===== src/rtl/ntcbt_pkg.sv =====
`timescale 1ns / 1ps
`default_nettype none

package ntcbt_pkg;

  localparam int ADC_BITS_DEF = 10;
  localparam int FRAC_BITS    = 24;
  localparam int QUO_BITS     = 21;
  localparam int DEN_W        = 48;

  localparam logic [31:0] LN2_Q32  = 32'd2977044472;
  localparam logic [27:0] DIV5_K   = 28'd214748365;
  localparam logic [20:0] TK_CAP   = 21'd2000000;

  localparam logic [15:0] BETA_RST = 16'd4250;
  localparam logic [15:0] T0_RST   = 16'd29815;
  localparam logic [23:0] R0_RST   = 24'd100000;
  localparam logic [23:0] RBAL_RST = 24'd100000;

  typedef enum logic [2:0] {
    CFG_BETA = 3'd0,
    CFG_T0   = 3'd1,
    CFG_R0   = 3'd2,
    CFG_RBAL = 3'd3,
    CFG_UNIT = 3'd4
  } cfg_idx_t;

  typedef enum logic [1:0] {
    UNIT_K = 2'd0,
    UNIT_C = 2'd1,
    UNIT_F = 2'd2
  } unit_t;

  typedef enum logic [1:0] {
    ST_OK   = 2'd0,
    ST_ZERO = 2'd1,
    ST_SAT  = 2'd2
  } status_t;

  typedef struct packed {
    logic vld;
    logic cfg_bad;
    logic zero;
    logic np;
    logic ovf;
  } sband_t;

  typedef struct packed {
    logic [4:0]  k;
    logic [30:0] m;
    logic [23:0] frac;
  } log_lane_t;

  typedef struct packed {
    logic [47:0] den;
    logic [47:0] rem;
    logic [20:0] low;
    logic [20:0] q;
  } div_lane_t;

  function automatic log_lane_t log_norm(input logic [23:0] x);
    log_lane_t   r;
    logic [4:0]  k;
    k = '0;
    for (int i = 1; i < 24; i++) begin
      if (x[i]) k = 5'(i);
    end
    r.k    = k;
    r.m    = {7'd0, x} << (5'd30 - k);
    r.frac = '0;
    return r;
  endfunction

endpackage

`default_nettype wire


===== src/rtl/ntcbt_div_cell.sv =====
`timescale 1ns / 1ps
`default_nettype none

module ntcbt_div_cell (
  input  wire                     clk,
  input  wire                     rst_n,
  input  ntcbt_pkg::sband_t       sb_i,
  input  ntcbt_pkg::div_lane_t    lane_i,
  output ntcbt_pkg::sband_t       sb_o,
  output ntcbt_pkg::div_lane_t    lane_o
);

  ntcbt_pkg::sband_t    sb_r;
  ntcbt_pkg::div_lane_t lane_r;
  ntcbt_pkg::div_lane_t lane_nxt;
  logic [48:0]          trial;

  always_comb begin
    trial        = {lane_i.rem, lane_i.low[20]};
    lane_nxt.den = lane_i.den;
    lane_nxt.low = {lane_i.low[19:0], 1'b0};
    if (trial >= {1'b0, lane_i.den}) begin
      lane_nxt.rem = 48'(trial - {1'b0, lane_i.den});
      lane_nxt.q   = {lane_i.q[19:0], 1'b1};
    end else begin
      lane_nxt.rem = trial[47:0];
      lane_nxt.q   = {lane_i.q[19:0], 1'b0};
    end
  end

  always_ff @(posedge clk) begin
    if (!rst_n) begin
      sb_r <= '0;
    end else begin
      sb_r <= sb_i;
    end
  end

  always_ff @(posedge clk) begin
    lane_r <= lane_nxt;
  end

  assign sb_o   = sb_r;
  assign lane_o = lane_r;

endmodule

`default_nettype wire


===== config.mk =====
export PLATFORM = sky130hd
export DESIGN_NAME = ntcbt_div_cell
export DESIGN_NICKNAME = d
export VERILOG_FILES = /design/src/rtl/ntcbt_pkg.sv /design/src/rtl/ntcbt_div_cell.sv
export SDC_FILE = /design/constraint.sdc
export NUM_CORES = 1
export LEC_CHECK = 0
export BUFFER_PORTS_ARGS = -buffer_cell sky130_fd_sc_hd__buf_2
export CORE_UTILIZATION = 48
export CTS_CLUSTER_DIAMETER = 80
export DETAILED_ROUTE_END_ITERATION = 8
export PLACE_DENSITY = 0.85
export SYNTH_ARGS = -nofsm -noshare
export SYNTH_HDL_FRONTEND = slang
export SYNTH_SLANG_ARGS = --single-unit

===== constraint.sdc =====
create_clock -name clk -period 4.1 [get_ports clk]
set_clock_uncertainty 0.1 [all_clocks]
set_input_delay 0.615 -clock clk [delete_from_list [all_inputs] [get_ports clk]]
set_output_delay 0.615 -clock clk [all_outputs]
set_load 0.02 [all_outputs]

# == Word level (Yosys, flattened, before mapping) ==
# Cells that the tools add are included.
# classes
magnitude_cmp,1
n_mux,2
n_addsub,1
# op_table
op,count
$ge A49 B48 Y1,1
$mux W48,1
$sub A48 B48 Y48,1
$mux W1,1
# word_totals
regBits,142
out_inout_bits,143
wordCells,13

# == Longest topological paths before layout ==
# depth
depth_word,2
depth_mapped,14
mapped_depth_nobuf,12

# == Worst setup path after synthesis ==
# No wires, ideal clock.
# synth_timing
path_kind,input to register
startpoint,in lane_i[99] in the netlist's numbering
endpoint,reg lane_r (netlist bit lane_o[72])
arrival_ns,3.078
path_buffers,3
stages,14
path_slack_ns,0.800
cell_sequence,inv_1 > ha_1 > buf_2 > and3_4 > nand2_1 > o22ai_1 > nor4_2 > nor3_2 > a32o_2 > o41ai_4 > o41ai_4 > buf_6 > buf_8 > mux2_4
# synth_lines
item,line,rtl
start: declaration,ntcbt_div_cell.sv:8,"input ntcbt_pkg::div_lane_t lane_i,"
end signal: assignment,ntcbt_div_cell.sv:40,lane_r <= lane_nxt;
end: declaration,ntcbt_div_cell.sv:14,ntcbt_pkg::div_lane_t lane_r;

==> results by group <==
Synth
  • Synth top area cells: dfxtp_1, ha_1, mux2_2, a21oi_1, inv_1
  • Synth area leader: dfxtp_1
  • Area fraction of the dominant cell type after synthesis: 43.0%
  • Yosys cell types: 64
  • Syn Nets: 868
  • Top FF cell, synth: dfxtp_1
  • Synthesis warning total: 0
  • Commonest cells in the netlist: dfxtp_1, inv_1, a21oi_1, ha_1, nand2_1
  • Mean Syn Cell Area: 9.81 um2
  • Flops & latches, synth: 142
  • Register area share after synthesis: 43.0%
  • Mapped Area: 6610 um2
  • Synth Instances: 674
  • FFs w/ async S/R, synth: 0%
  • Most numerous cell in the Yosys netlist: dfxtp_1
  • Post-synth EDFFs: 0

Place
  • RD Place Congestion: 0.880
  • Port bufs: 285
  • Area post-placement: 8200 um2
  • Place WS: 0.284 ns
  • HPWL after detailed placement: 15000 um

Critical path
  • Worst setup SP type: primary input
  • WS Path Type: primary input to register
  • Crit-path max FO: 19
  • Worst Path Buf+Inv: 3
  • Critical Path RT: 4.31 ns
  • Worst setup EP type: register
  • Cell Chain, Critical Path: buf_2 > inv_1 > ha_1 > nand3_1 > nor3_1 > nand4_1 > nor4_1 > a31oi_1 > o41ai_4 > buf_4 > mux2_2
  • Crit-path slowest cell: nor3_1
  • Critical Path AT: 3.62 ns
  • Number of cells on the critical path: 11
  • Top Family by Delay on Critical Path: simple AND/OR/NAND/NOR gates
  • CP peak stage delay: 0.45 ns

Pwr
  • Switching Fraction: 33.1%
  • Worst VDD drop: 0.379 mV
  • Clock share of power: 36.6%
  • Sequential power share: 37.4%
  • Internal power: 2.81 mW
  • Static Leak: 4.50 nW
  • Combinational share of power: 26.0%
  • Total Power: 4.20 mW
  • Switching power: 1.39 mW
  • PD cells: 477 nW/um2

Floorplan
  • IO Pins: 288
  • Die area: 14200 um2
  • Core footprint: 13300 um2
  • Die height: 119 um
  • Initial Util: 49.5%
  • FP Rows: 42
  • Die width: 119 um

Worst hold path
  • Worst hold path type: primary input to register
  • Hold Path End: lane_o[31]
  • Hold Path Stages: 1
  • Hold path start: lane_i[30]

Timing
  • Pins over their slew limit: 0
  • Relative slew margins: 58.6%
  • RSZ-0062 raised after global routing: no
  • F_max: 0.293 GHz
  • Final number of hold-violating endpoints: 0
  • Setup ws final: 0.690 ns
  • Fraction of the cycle the final worst path needs: 83.2%
  • Fin crit period: 3.41 ns
  • Worst Max-Slew Pin Slew: 0.615 ns
  • Setup Viol. Count Final: 0
  • Setup TNS: 0 ns

Detailed routing
  • WL final: 18700 um
  • Residual DRC: 0
  • Initial detailed-routing violation count: 347
  • First-pass DRT Iterations: 5
  • DR vias: 6048
  • Antenna viol nets, final: 0
  • Drt wl/cell: 16.2 um
  • Vias per Instance: 5.23

Global route
  • GR Util met1: 28.7%
  • First-pass GRT wire length: 29400 um
  • GR Layer Usage met2: 49.0%
  • Grt ovf: 0
  • All-Layer GR Usage: 26.7%
  • Largest net degree at the start of global routing: 30
  • Top Usage Layer GRT: met2
  • Vias in the first global route: 5932
  • Initial antenna violation count: 1
  • GRT met3 Usage: 8.52%

Finish
  • FILL cells: 1125
  • Syn-to-layout area delta: 33.2%
  • Layout cell share with drive strength beyond 1: 38.8%
  • Final core utilization: 66.0%
  • Cell area after layout: 8810 um2
  • Nets: 1161
  • Ant. Diodes: 0

Clock tree
  • Post-CTS Setup Repair Bufs: 0
  • Hold buffer count at CTS: 0
  • Clk pin slew, worst setup/hold paths: 0.07 ns
  • CTS tree: built
  • Clock Path Buffers: 2
  • CTS buffer count: 17
  • Clock Sinks: 142
  • Resize count post-CTS: 0
  • H-tree Lvls: 4
  • Clock root cell: clkbuf_16

Run
  • Max Cap Viol: 0

Outcome
  • Status: finished clean
[per-layer routing]
layer  vias to the layer above  routed length (um)
li1                       2970                   -
met1                      2782                7170
met2                       262                9550
met3                        32                1570
met4                         2                 436
met5                         -                  13
[cell usage in the layout, fill, tap and decap left out, drive strengths merged, types with 16 or more instances in the layout]
cell / synthesis / final
a21o: 24 / 24
xnor2: 23 / 23
mux2: 43 / 43
clkbuf: 5 / 17
nand2: 34 / 34
o21ai: 28 / 28
dfxtp: 142 / 142
nor3: 16 / 16
ha: 48 / 48
nor2: 30 / 30
buf: 10 / 289
a21oi: 59 / 59
inv: 70 / 77
[worst max-delay path by stage]
stage	from	endpoint	slack, ns
detailed placement	lane_i[99]	lane_o[54]	0.28
global placement	lane_i[99]	lane_o[60]	0.36
finish	lane_i[124]	lane_o[54]	0.69
CTS	lane_i[99]	lane_o[54]	0.71
floorplan	lane_i[99]	lane_o[72]	0.80
global route	lane_i[99]	lane_o[52]	0.50
[state kept, by name, indices dropped and copies added, names as in the netlist]
register / cells
sb_o: 5
lane_o: 137
[cell type report]
type,instances,area (um2),area share [%]
inverters,70,263,2.98
repair buffers,289,1470,16.7
well taps,176,220,2.50
multi-input cells,447,3400,38.6
flip-flops and latches,142,2840,32.3
clock buffers,17,425,4.83
clock inverters,15,186,2.12
[power by group through the flow]
| stage | logic, mW | registers, mW | clock network (mW) |
|---|---|---|---|
| 2_1_floorplan | 0.533 | 1.80 | 0 |
| 3_3_place_gp | 1.07 | 1.60 | 0 |
| 3_5_place_dp | 1.08 | 1.60 | 0 |
| 4_1_cts | 1.09 | 1.57 | 1.57 |
| 5_1_grt | 1.19 | 1.58 | 1.63 |
| 6_report | 1.09 | 1.57 | 1.54 |
[cell families after synthesis]
logic type | synth area share (%)
other | 0.0567
xor gates and xnor gates | 4.77
and+or+nand+nor | 10.6
DFF | 43.0
buffers and inverters | 5.53
muxes | 9.08
adders and majority gates | 9.39
AOI/OAI and AO/OA | 17.6
[per-stage QoR]
step	hold WS, ns	cells
2_1_floorplan	0.543	674
3_3_place_gp	0.617	1124
3_5_place_dp	0.619	1124
4_1_cts	0.173	1156
5_1_grt	0.163	1156
6_report	0.184	1156
Note: power is estimated with default switching activity, not from simulation.
